==> config.mk <==
export PLATFORM = sky130hd
export DESIGN_NAME = line_word_tokenizer_flat
export DESIGN_NICKNAME = d
export VERILOG_FILES = /design/src/hw/rtl/lwt_pkg.sv /design/src/hw/rtl/lwt_in_if.sv /design/src/hw/rtl/lwt_out_if.sv /design/src/hw/rtl/lwt_front.sv /design/src/hw/rtl/lwt_queue.sv /design/src/hw/rtl/lwt_back.sv /design/src/hw/rtl/line_word_tokenizer.sv /design/src/flat_wrapper.sv
export VERILOG_INCLUDE_DIRS = /design/src /design/src/hw/rtl
export SDC_FILE = /design/constraint.sdc
export NUM_CORES = 1
export LEC_CHECK = 0
export BUFFER_PORTS_ARGS = -buffer_cell sky130_fd_sc_hd__buf_2
export CORE_MARGIN = 1
export CORE_UTILIZATION = 65
export DETAILED_ROUTE_END_ITERATION = 10
export HOLD_SLACK_MARGIN = 0.08
export PLACE_DENSITY = 0.82
export SLEW_MARGIN = 20
export SYNTH_ARGS = -nofsm -noshare
export SYNTH_HDL_FRONTEND = slang
export SYNTH_HIERARCHICAL = 1
export SYNTH_SLANG_ARGS = --single-unit
==> constraint.sdc <==
create_clock -name clk -period 6.8 [get_ports clk]
set_input_delay 1.02 -clock clk [delete_from_list [all_inputs] [get_ports clk]]
set_output_delay 1.02 -clock clk [all_outputs]
set_load 0.05 [all_outputs]
==> src/hw/rtl/line_word_tokenizer_macros.svh <==
// assertion macros shared by the tokenizer modules
`ifndef LINE_WORD_TOKENIZER_MACROS_SVH
`define LINE_WORD_TOKENIZER_MACROS_SVH

`ifndef NO_ASSERTIONS

// same-cycle implication, held off during reset
`define LWT_ASSERT_IMPLY(name, clk_s, rst_s, ante, cons) \
	name: assert property (@(posedge clk_s) disable iff (!rst_s) (ante) |-> (cons)) \
		else $error("tokenizer check failed");

// next-cycle implication, held off during reset
`define LWT_ASSERT_NEXT(name, clk_s, rst_s, ante, cons) \
	name: assert property (@(posedge clk_s) disable iff (!rst_s) (ante) |=> (cons)) \
		else $error("tokenizer check failed");

`else

`define LWT_ASSERT_IMPLY(name, clk_s, rst_s, ante, cons)
`define LWT_ASSERT_NEXT(name, clk_s, rst_s, ante, cons)

`endif

`endif

==> src/hw/rtl/lwt_pkg.sv <==
package lwt_pkg;

	// result kinds
	typedef enum logic [1:0] {
		KIND_WORD = 2'd0,
		KIND_LINE = 2'd1,
		KIND_END  = 2'd2,
		KIND_ERR  = 2'd3
	} kind_t;

	// error codes
	typedef enum logic [1:0] {
		ERR_BAD_ESCAPE  = 2'd0,
		ERR_BAD_OCTAL   = 2'd1,
		ERR_STRAY_QUOTE = 2'd2,
		ERR_UNTERM      = 2'd3
	} err_t;

	// one result beat without its last flag
	typedef struct packed {
		kind_t      kind;
		logic [7:0] word_byte;
		logic       word_start;
		logic [7:0] word_count;
		err_t       error_code;
	} res_t;

	// results of one input beat, one or two of them
	typedef struct packed {
		res_t first;
		res_t second;
		logic two;
	} entry_t;

endpackage

==> src/hw/rtl/lwt_in_if.sv <==
interface lwt_in_if;
	logic       valid;
	logic       ready;
	logic [7:0] char_byte;
	logic       end_of_input;

	modport source (output valid, output char_byte, output end_of_input, input ready);
	modport sink (input valid, input char_byte, input end_of_input, output ready);
endinterface

==> src/hw/rtl/lwt_out_if.sv <==
interface lwt_out_if;
	logic       valid;
	logic       ready;
	logic [1:0] kind;
	logic [7:0] word_byte;
	logic       word_start;
	logic [7:0] word_count;
	logic [1:0] error_code;
	logic       last_result;

	modport source (
		output valid, output kind, output word_byte, output word_start,
		output word_count, output error_code, output last_result, input ready
	);
	modport sink (
		input valid, input kind, input word_byte, input word_start,
		input word_count, input error_code, input last_result, output ready
	);
endinterface

==> src/hw/rtl/lwt_front.sv <==
`include "line_word_tokenizer_macros.svh"

module lwt_front
	import lwt_pkg::*;
(
	input  logic   clk,
	input  logic   arst_n,
	lwt_in_if.sink text,
	input  logic   room,
	output logic   push,
	output entry_t entry
);

	localparam logic [7:0] CH_TAB    = 8'h09;
	localparam logic [7:0] CH_NL     = 8'h0A;
	localparam logic [7:0] CH_SPACE  = 8'h20;
	localparam logic [7:0] CH_QUOTE  = 8'h22;
	localparam logic [7:0] CH_HASH   = 8'h23;
	localparam logic [7:0] CH_ZERO   = 8'h30;
	localparam logic [7:0] CH_SEVEN  = 8'h37;
	localparam logic [7:0] CH_BSLASH = 8'h5C;
	localparam logic [7:0] CH_LOW_N  = 8'h6E;
	localparam logic [7:0] MAX_WORDS = 8'hFF;

	typedef enum logic [3:0] {
		SCAN_HUNT    = 4'b0001,
		SCAN_COMMENT = 4'b0010,
		SCAN_WORD    = 4'b0100,
		SCAN_STRING  = 4'b1000
	} scan_t;

	typedef enum logic [3:0] {
		ESC_NONE  = 4'b0001,
		ESC_SLASH = 4'b0010,
		ESC_ONE   = 4'b0100,
		ESC_TWO   = 4'b1000
	} esc_t;

	scan_t      scan_q, scan_d;
	esc_t       esc_q, esc_d;
	logic [8:0] oct_q, oct_d;
	logic [7:0] words_q, words_d;
	logic       pend_q, pend_d;
	logic       hold_q, hold_d;

	logic       accept, eof;
	logic [7:0] c;
	logic       is_nl, is_blank, is_quote, is_hash, is_bslash, is_low_n, is_digit;
	logic       is_simple, end_line;
	logic [2:0] digit;
	logic [8:0] oct_sum;
	logic [7:0] words_inc;

	logic       line_end, do_fail, do_put, do_clear;
	err_t       fail_code;
	logic [7:0] put_val;
	logic       put_start;
	res_t       r0, r1;
	logic       any_res, two_res;

	assign accept     = text.valid & room;
	assign text.ready = room;
	assign eof        = text.end_of_input;
	assign c          = text.char_byte;

	// character classes, none of them match at end of input except end_line, which does
	assign is_nl     = !eof && (c == CH_NL);
	assign is_blank  = !eof && ((c == CH_SPACE) || (c == CH_TAB));
	assign is_quote  = !eof && (c == CH_QUOTE);
	assign is_hash   = !eof && (c == CH_HASH);
	assign is_bslash = !eof && (c == CH_BSLASH);
	assign is_low_n  = !eof && (c == CH_LOW_N);
	assign is_digit  = !eof && (c >= CH_ZERO) && (c <= CH_SEVEN);
	assign is_simple = is_quote || is_hash || is_bslash || (!eof && (c == CH_SPACE));
	assign end_line  = eof || is_nl;
	assign digit     = c[2:0];

	// octal accumulate, second digit weighs eight, third weighs one
	assign oct_sum   = oct_q + ((esc_q == ESC_ONE) ? {3'b000, digit, 3'b000}
	                                               : {6'b000000, digit});
	assign words_inc = (words_q == MAX_WORDS) ? MAX_WORDS : words_q + 8'd1;

	// classify the beat
	always_comb begin
		scan_d    = scan_q;
		esc_d     = esc_q;
		oct_d     = oct_q;
		words_d   = words_q;
		pend_d    = pend_q;
		hold_d    = hold_q;
		line_end  = 1'b0;
		do_fail   = 1'b0;
		do_put    = 1'b0;
		do_clear  = 1'b0;
		fail_code = ERR_BAD_ESCAPE;
		put_val   = c;
		put_start = pend_q;

		if (hold_q) begin
			do_clear = eof;
		end else if (esc_q == ESC_SLASH && is_nl) begin
			// line continuation
			esc_d = ESC_NONE;
		end else begin
			unique case (scan_q) inside
				SCAN_COMMENT: begin
					line_end = end_line;
				end
				SCAN_HUNT: begin
					if (end_line) begin
						line_end = 1'b1;
					end else if (is_blank) begin
						scan_d = SCAN_HUNT;
					end else if (is_quote) begin
						words_d = words_inc;
						pend_d  = 1'b1;
						scan_d  = SCAN_STRING;
					end else if (is_hash) begin
						scan_d = SCAN_COMMENT;
					end else begin
						words_d = words_inc;
						pend_d  = 1'b1;
						scan_d  = SCAN_WORD;
						if (is_bslash) begin
							esc_d = ESC_SLASH;
						end else begin
							do_put    = 1'b1;
							put_start = 1'b1;
						end
					end
				end
				SCAN_WORD, SCAN_STRING: begin
					if (esc_q == ESC_SLASH) begin
						if (is_simple) begin
							do_put = 1'b1;
							esc_d  = ESC_NONE;
						end else if (is_low_n) begin
							do_put  = 1'b1;
							put_val = CH_NL;
							esc_d   = ESC_NONE;
						end else if (is_digit) begin
							oct_d = {digit, 6'b000000};
							esc_d = ESC_ONE;
						end else begin
							do_fail   = 1'b1;
							fail_code = ERR_BAD_ESCAPE;
						end
					end else if (esc_q != ESC_NONE) begin
						if (!is_digit) begin
							do_fail   = 1'b1;
							fail_code = ERR_BAD_OCTAL;
						end else if (esc_q == ESC_ONE) begin
							oct_d = oct_sum;
							esc_d = ESC_TWO;
						end else begin
							oct_d   = oct_sum;
							esc_d   = ESC_NONE;
							do_put  = 1'b1;
							put_val = oct_sum[7:0];
						end
					end else if (scan_q == SCAN_WORD) begin
						if (is_blank) begin
							scan_d = SCAN_HUNT;
						end else if (end_line) begin
							line_end = 1'b1;
						end else if (is_bslash) begin
							esc_d = ESC_SLASH;
						end else if (is_quote) begin
							do_fail   = 1'b1;
							fail_code = ERR_STRAY_QUOTE;
						end else if (is_hash) begin
							scan_d = SCAN_COMMENT;
						end else begin
							do_put = 1'b1;
						end
					end else begin
						if (is_bslash) begin
							esc_d = ESC_SLASH;
						end else if (end_line) begin
							do_fail   = 1'b1;
							fail_code = ERR_UNTERM;
						end else if (is_quote) begin
							scan_d = SCAN_HUNT;
						end else begin
							do_put = 1'b1;
						end
					end
				end
				default: begin
					scan_d = SCAN_HUNT;
				end
			endcase
		end

		// build the results
		r0      = '0;
		r1      = '0;
		any_res = 1'b0;
		two_res = 1'b0;

		if (do_put) begin
			r0.kind       = KIND_WORD;
			r0.word_byte  = put_val;
			r0.word_start = put_start;
			any_res       = 1'b1;
			pend_d        = 1'b0;
		end

		if (do_fail) begin
			r0.kind       = KIND_ERR;
			r0.error_code = fail_code;
			any_res       = 1'b1;
			if (eof) begin
				r1.kind  = KIND_END;
				two_res  = 1'b1;
				do_clear = 1'b1;
			end else begin
				hold_d = 1'b1;
			end
		end

		if (line_end) begin
			scan_d = SCAN_HUNT;
			if (words_q != '0) begin
				r0.kind       = KIND_LINE;
				r0.word_count = words_q;
				any_res       = 1'b1;
			end
			if (eof) begin
				do_clear = 1'b1;
				if (words_q != '0) begin
					r1.kind = KIND_END;
					two_res = 1'b1;
				end
			end else begin
				words_d = '0;
				pend_d  = 1'b0;
			end
		end

		if (do_clear) begin
			if (!two_res) begin
				r0      = '0;
				r0.kind = KIND_END;
				any_res = 1'b1;
			end
			scan_d  = SCAN_HUNT;
			esc_d   = ESC_NONE;
			oct_d   = '0;
			words_d = '0;
			pend_d  = 1'b0;
			hold_d  = 1'b0;
		end
	end

	assign push         = accept && any_res;
	assign entry.first  = r0;
	assign entry.second = r1;
	assign entry.two    = two_res;

	// scanner state
	always_ff @(posedge clk or negedge arst_n) begin
		if (!arst_n) begin
			scan_q  <= SCAN_HUNT;
			esc_q   <= ESC_NONE;
			oct_q   <= '0;
			words_q <= '0;
			pend_q  <= 1'b0;
			hold_q  <= 1'b0;
		end else if (accept) begin
			scan_q  <= scan_d;
			esc_q   <= esc_d;
			oct_q   <= oct_d;
			words_q <= words_d;
			pend_q  <= pend_d;
			hold_q  <= hold_d;
		end
	end

	// an escape is only ever open inside a word or a string
	`LWT_ASSERT_IMPLY(a_esc_in_token, clk, arst_n, esc_q != ESC_NONE, scan_q == SCAN_WORD || scan_q == SCAN_STRING)
	// after an error only end of input makes a result
	`LWT_ASSERT_IMPLY(a_hold_quiet, clk, arst_n, hold_q && accept && !eof, !push)

endmodule

==> src/hw/rtl/lwt_queue.sv <==
`include "line_word_tokenizer_macros.svh"

module lwt_queue
	import lwt_pkg::*;
#(
	parameter int DEPTH = 4
) (
	input  logic   clk,
	input  logic   arst_n,
	input  logic   push,
	input  entry_t push_entry,
	output logic   room,
	input  logic   pop,
	output entry_t head,
	output logic   nonempty
);

	localparam int PTR_W = (DEPTH > 1) ? $clog2(DEPTH) : 1;
	localparam int CNT_W = $clog2(DEPTH + 1);
	localparam logic [PTR_W-1:0] LAST_PTR = PTR_W'(DEPTH - 1);
	localparam logic [CNT_W-1:0] FULL_CNT = CNT_W'(DEPTH);

	entry_t           entries_q [DEPTH];
	logic [PTR_W-1:0] wr_ptr_q, rd_ptr_q;
	logic [CNT_W-1:0] count_q;

	assign room     = (count_q != FULL_CNT);
	assign nonempty = (count_q != '0);
	assign head     = entries_q[rd_ptr_q];

	// pointers and fill level
	always_ff @(posedge clk or negedge arst_n) begin
		if (!arst_n) begin
			wr_ptr_q <= '0;
			rd_ptr_q <= '0;
			count_q  <= '0;
		end else begin
			if (push) begin
				wr_ptr_q <= (wr_ptr_q == LAST_PTR) ? '0 : wr_ptr_q + 1'b1;
			end
			if (pop) begin
				rd_ptr_q <= (rd_ptr_q == LAST_PTR) ? '0 : rd_ptr_q + 1'b1;
			end
			if (push && !pop) begin
				count_q <= count_q + 1'b1;
			end else if (pop && !push) begin
				count_q <= count_q - 1'b1;
			end
		end
	end

	// entry storage
	always_ff @(posedge clk) begin
		if (push) begin
			entries_q[wr_ptr_q] <= push_entry;
		end
	end

	`LWT_ASSERT_IMPLY(a_no_pop_empty, clk, arst_n, pop, count_q != '0)
	`LWT_ASSERT_IMPLY(a_no_push_full, clk, arst_n, push, count_q != FULL_CNT)
	`LWT_ASSERT_NEXT(a_fill_up, clk, arst_n, push && !pop, count_q == $past(count_q) + 1'b1)

endmodule

==> src/hw/rtl/lwt_back.sv <==
`include "line_word_tokenizer_macros.svh"

module lwt_back
	import lwt_pkg::*;
(
	input  logic      clk,
	input  logic      arst_n,
	input  entry_t    head,
	input  logic      nonempty,
	output logic      pop,
	lwt_out_if.source tokens
);

	logic out_valid_q;
	res_t out_res_q;
	logic out_last_q;
	logic sel_q;

	logic load;
	res_t cur;
	logic cur_last;

	// pick the next beat of the head entry
	assign load     = !out_valid_q || tokens.ready;
	assign cur      = sel_q ? head.second : head.first;
	assign cur_last = !head.two || sel_q;
	assign pop      = load && nonempty && cur_last;

	// output register control
	always_ff @(posedge clk or negedge arst_n) begin
		if (!arst_n) begin
			out_valid_q <= 1'b0;
			sel_q       <= 1'b0;
		end else if (load) begin
			out_valid_q <= nonempty;
			if (nonempty) begin
				sel_q <= !cur_last;
			end
		end
	end

	// output payload
	always_ff @(posedge clk) begin
		if (load && nonempty) begin
			out_res_q  <= cur;
			out_last_q <= cur_last;
		end
	end

	assign tokens.valid       = out_valid_q;
	assign tokens.kind        = out_res_q.kind;
	assign tokens.word_byte   = out_res_q.word_byte;
	assign tokens.word_start  = out_res_q.word_start;
	assign tokens.word_count  = out_res_q.word_count;
	assign tokens.error_code  = out_res_q.error_code;
	assign tokens.last_result = out_last_q;

	// the second half of a pair is only pending while its entry is at the head
	`LWT_ASSERT_IMPLY(a_second_pending, clk, arst_n, sel_q, nonempty && head.two)

endmodule

==> src/hw/rtl/line_word_tokenizer.sv <==
// path: an accepted input beat is written into the queue, then loaded into the output register on tokens
// throughput: one input beat per cycle while the queue has room; each result is its own output beat, so a beat
// with two results (line end plus end of input, error plus end of input) holds the output side longer,
// absorbed by the QUEUE_DEPTH entry queue between front and back
// reset: arst_n clears the scanner state, the queue and the output register at once
module line_word_tokenizer
	import lwt_pkg::*;
#(
	parameter int QUEUE_DEPTH = 4
) (
	input  logic      clk,
	input  logic      arst_n,
	lwt_in_if.sink    text,
	lwt_out_if.source tokens
);

	logic   room;
	logic   push;
	entry_t push_entry;
	logic   pop;
	entry_t head;
	logic   nonempty;

	// scanner and classifier
	lwt_front u_front (
		.clk    (clk),
		.arst_n (arst_n),
		.text   (text),
		.room   (room),
		.push   (push),
		.entry  (push_entry)
	);

	// decoupling queue
	lwt_queue #(
		.DEPTH (QUEUE_DEPTH)
	) u_queue (
		.clk        (clk),
		.arst_n     (arst_n),
		.push       (push),
		.push_entry (push_entry),
		.room       (room),
		.pop        (pop),
		.head       (head),
		.nonempty   (nonempty)
	);

	// result serializer
	lwt_back u_back (
		.clk      (clk),
		.arst_n   (arst_n),
		.head     (head),
		.nonempty (nonempty),
		.pop      (pop),
		.tokens   (tokens)
	);

endmodule
==> src/flat_wrapper.sv <==
// flat-port wrapper written by rule: the top's interface ports become plain ports
module line_word_tokenizer_flat import lwt_pkg::*;
#(
	parameter int QUEUE_DEPTH = 4
)
  (clk, arst_n, text_valid, text_char_byte, text_end_of_input, text_ready, tokens_valid, tokens_kind, tokens_word_byte, tokens_word_start, tokens_word_count, tokens_error_code, tokens_last_result, tokens_ready);
  lwt_in_if text_i ();
  lwt_out_if tokens_i ();
  input  logic clk;
  input  logic arst_n;
  input wire logic [$bits(text_i.valid)-1:0] text_valid;
  input wire logic [$bits(text_i.char_byte)-1:0] text_char_byte;
  input wire logic [$bits(text_i.end_of_input)-1:0] text_end_of_input;
  output wire logic [$bits(text_i.ready)-1:0] text_ready;
  output wire logic [$bits(tokens_i.valid)-1:0] tokens_valid;
  output wire logic [$bits(tokens_i.kind)-1:0] tokens_kind;
  output wire logic [$bits(tokens_i.word_byte)-1:0] tokens_word_byte;
  output wire logic [$bits(tokens_i.word_start)-1:0] tokens_word_start;
  output wire logic [$bits(tokens_i.word_count)-1:0] tokens_word_count;
  output wire logic [$bits(tokens_i.error_code)-1:0] tokens_error_code;
  output wire logic [$bits(tokens_i.last_result)-1:0] tokens_last_result;
  input wire logic [$bits(tokens_i.ready)-1:0] tokens_ready;
  assign text_i.valid = text_valid;
  assign text_i.char_byte = text_char_byte;
  assign text_i.end_of_input = text_end_of_input;
  assign text_ready = text_i.ready;
  assign tokens_valid = tokens_i.valid;
  assign tokens_kind = tokens_i.kind;
  assign tokens_word_byte = tokens_i.word_byte;
  assign tokens_word_start = tokens_i.word_start;
  assign tokens_word_count = tokens_i.word_count;
  assign tokens_error_code = tokens_i.error_code;
  assign tokens_last_result = tokens_i.last_result;
  assign tokens_i.ready = tokens_ready;
  line_word_tokenizer #(.QUEUE_DEPTH(QUEUE_DEPTH)) u_core (.clk(clk), .arst_n(arst_n), .text(text_i), .tokens(tokens_i));
endmodule
==> impl_metrics.toml <==
[logic_synthesis]
avgSynthCellArea_um2 = 15.7
synth.area.top_cells = "edfxtp_1, mux4_2, dfrtp_1"
yosysTopAreaCell = "edfxtp_1"
synth_edf_count = 194
synth-main-ff-cell = "edfxtp_1"
synthMostInstantiatedCell = "edfxtp_1"
ys_ff_latch = 229
netlist_area_um2 = 10600
synth_cells = 675
synth_cell_types = 85
ys_top_cells_by_count = "edfxtp_1, mux4_2, nand2_1"
async_reset_ff_frac = 0.153
synth_top_area_frac = 0.550
yosys_warnings = 6
yosysSeqAreaShare = 0.633

[drt]
first_pass_iters = 5
post_drt_wl_per_cell_um = 22.9
vias = 5949
viasPerCell = 6.33
dr.first_iter.drc_count = 466
wirelength_mm = 21.5
drtAntennaViolNets = 0
post-route-drc-count = 0

[floorplanning]
num_rows = 46
initial_utilization = 0.667
die-height_um = 130
io_pins = 37
dieArea_um2 = 16800
fp.dieW_um = 130
design.core.area_um2 = 15900

[setup_path]
path_buf_inv = 3
rr_worst_depth = 13
cp_top_family = "compound AO/OA/AOI/OAI gates"
path_max_fanout = 16
reg2reg_slack_ns = 2.71
crit_path_max_incr_delay_ns = 0.50
critPathLaunchType = "input pin"
rr_endpoint = "u_core/u_queue/count_q[2]"
end_kind = "flop"
path_class = "input pin to flop"
worst_path_max_delay_cell = "nor4bb_1"
timing.rr.start = "u_core/u_front/esc_q[0]"
path_cells = "buf_2 > nor4bb_1 > a21oi_1 > a2111oi_4 > a21boi_0 > inv_1 > nand2_1 > o21a_1 > ha_1 > inv_1 > fa_1 > xor2_1 > nor2_1 > xor2_1"
cp.arrival_ns = 4.59
critical_path_required_ns = 7.20

[timing]
whs_ns = 0.513
finClkSkew_ns = 0.0162
period_share = 0.616
setup_viol = 0
finalHoldViolations = 0
tightestPinTransition_ns = 1.10
finalMaxSlewViolations = 0
max_freq_ghz = 0.239
rsz0062_at_grt = "false"
tns_ns = 0
slew_headroom = 0.266
fin_crit_ns = 4.19

[pwr]
ir_worst_vdd_mv = 0.277
p_per_area_nw_per_um2 = 447
leakagePower_nw = 4.05

[grt]
grt_use_total = 0.266
grt_antenna_before_repair = 0
gr-total-overflow = 0
grt_max_degree = 47
grt_pass1_wl_mm = 33.2
grt_pass1_vias = 6134

[status]
status = "finished clean"

[cts]
cts_buffers = 23
ctsHoldBuffers = 0
cts_tree = "yes"
clk_latency_ns = 0.50
root_buffer = "clkbuf_16"
postCtsSetupRepairBufs = 0
path_clk_slew_ns = 0.06
clock_path_buffers = 3
cts.sinks = 229
cts_resized = 0
cts_max_level = 1

[min_path]
hp-class = "flop to flop"
min-delay-start = "u_core/u_front/oct_q[3]"
hold_path_end = "u_core/u_front/oct_q[3]"
hold_path_depth = 2

[final_layout]
drive_gt1_frac = 0.238
diodes = 0
fin_nets = 738
nFillCells = 1017
area.growth.synth_to_final_pct = 8.58

[job]
drv_cap = 0

[place]
place_congestion = 0.979
dp_hpwl_mm = 13.3
portBuffers = 36
[where the power goes]
group	leakage (nW)	switching, W	internal (W)
clock	0.349	0.000507	0.000743
sequential	2.24	0.000214	0.00195
combinational	1.46	0.00104	0.000685
[registers in the layout, indices dropped and copies added, names as in the netlist, 3 cells and up]
name,count
u_core/u_front/esc_q,4
u_core/u_front/words_q,8
u_core/u_front/oct_q,8
u_core/u_front/scan_q,4
u_core/u_back/tokens.word_byte,8
u_core/u_queue/entries_q,172
u_core/u_back/tokens.word_count,8
u_core/u_queue/count_q,3
[cell usage in the layout, fill, tap and decap left out, drive strengths merged, types with 5 or more instances in the layout]
cell      n
nor2     32
mux2     26
clkbuf   31
o21ai    25
mux4     43
nor4b     8
xnor2     6
nor4      5
buf      40
nand2    37
dfrtp    33
inv      28
nor2b     5
and3      7
nand4     6
edfxtp  194
nor3     10
and2     15
ha       14
a21oi    21
nand3    13
or3       7
conb     20
[cell families after synthesis]
family	Yosys count	synth area share
flip-flops	229	0.633
AND/OR/NAND/NOR	170	0.0966
AO/OA/AOI/OAI	101	0.0701
buffers and inverters	76	0.0471
multiplexers	72	0.124
adder cells (fa/ha/maj)	17	0.0213
XOR/XNOR	9	0.00744
other	1	0.000354
[how the worst max path moves through the flow]
stage,depth (start not counted),from,endpoint,slack [ns]
6_report,14,text_char_byte[1],u_core/u_queue/count_q[2],2.61
5_1_grt,14,text_char_byte[1],u_core/u_queue/count_q[2],2.29
4_1_cts,9,text_char_byte[1],u_core/u_queue/entries_q[0][28],2.49
3_5_place_dp,9,text_char_byte[1],u_core/u_queue/entries_q[0][12],1.99
3_3_place_gp,9,text_char_byte[1],u_core/u_queue/entries_q[0][9],2.16
2_1_floorplan,9,text_char_byte[5],u_core/u_queue/entries_q[1][0],2.45
[layout make-up]
| type | count | area, µm² | share of cell area |
|---|---|---|---|
| inverters | 26 | 97.6 | 0.00849 |
| multi-input cells | 389 | 3470 | 0.302 |
| flip-flops and latches | 229 | 6710 | 0.583 |
| well taps | 216 | 270 | 0.0235 |
| clock inverters | 9 | 133 | 0.0115 |
| repair buffers | 40 | 218 | 0.0189 |
| clock buffers | 31 | 606 | 0.0527 |
[metal layers]
layer,share of wire,track usage
met1,0.41,0.355
met4,0.026,0.0889
met5,0,0
met3,0.058,0.0487
met2,0.50,0.446
[stage by stage]
stage	instances	instance area, µm²	utilization	total power, W	setup slack (ns)
after detailed placement	899	10700	0.676	0.00388	1.99
after floorplan	694	10700	-	0.00355	2.45
after global placement	899	10700	0.676	0.00382	2.16
after global routing	940	11500	0.724	0.00539	2.29
after CTS	939	11500	0.723	0.00515	2.49
final	940	11500	0.724	0.00514	2.61
[worst min-delay path, stage by stage (launching register included)]
cell and delay [ns]:
dfrtp_1 0.36, nand2_1 0.06, o31ai_1 0.06
Note: power is estimated with default switching activity, not from simulation.
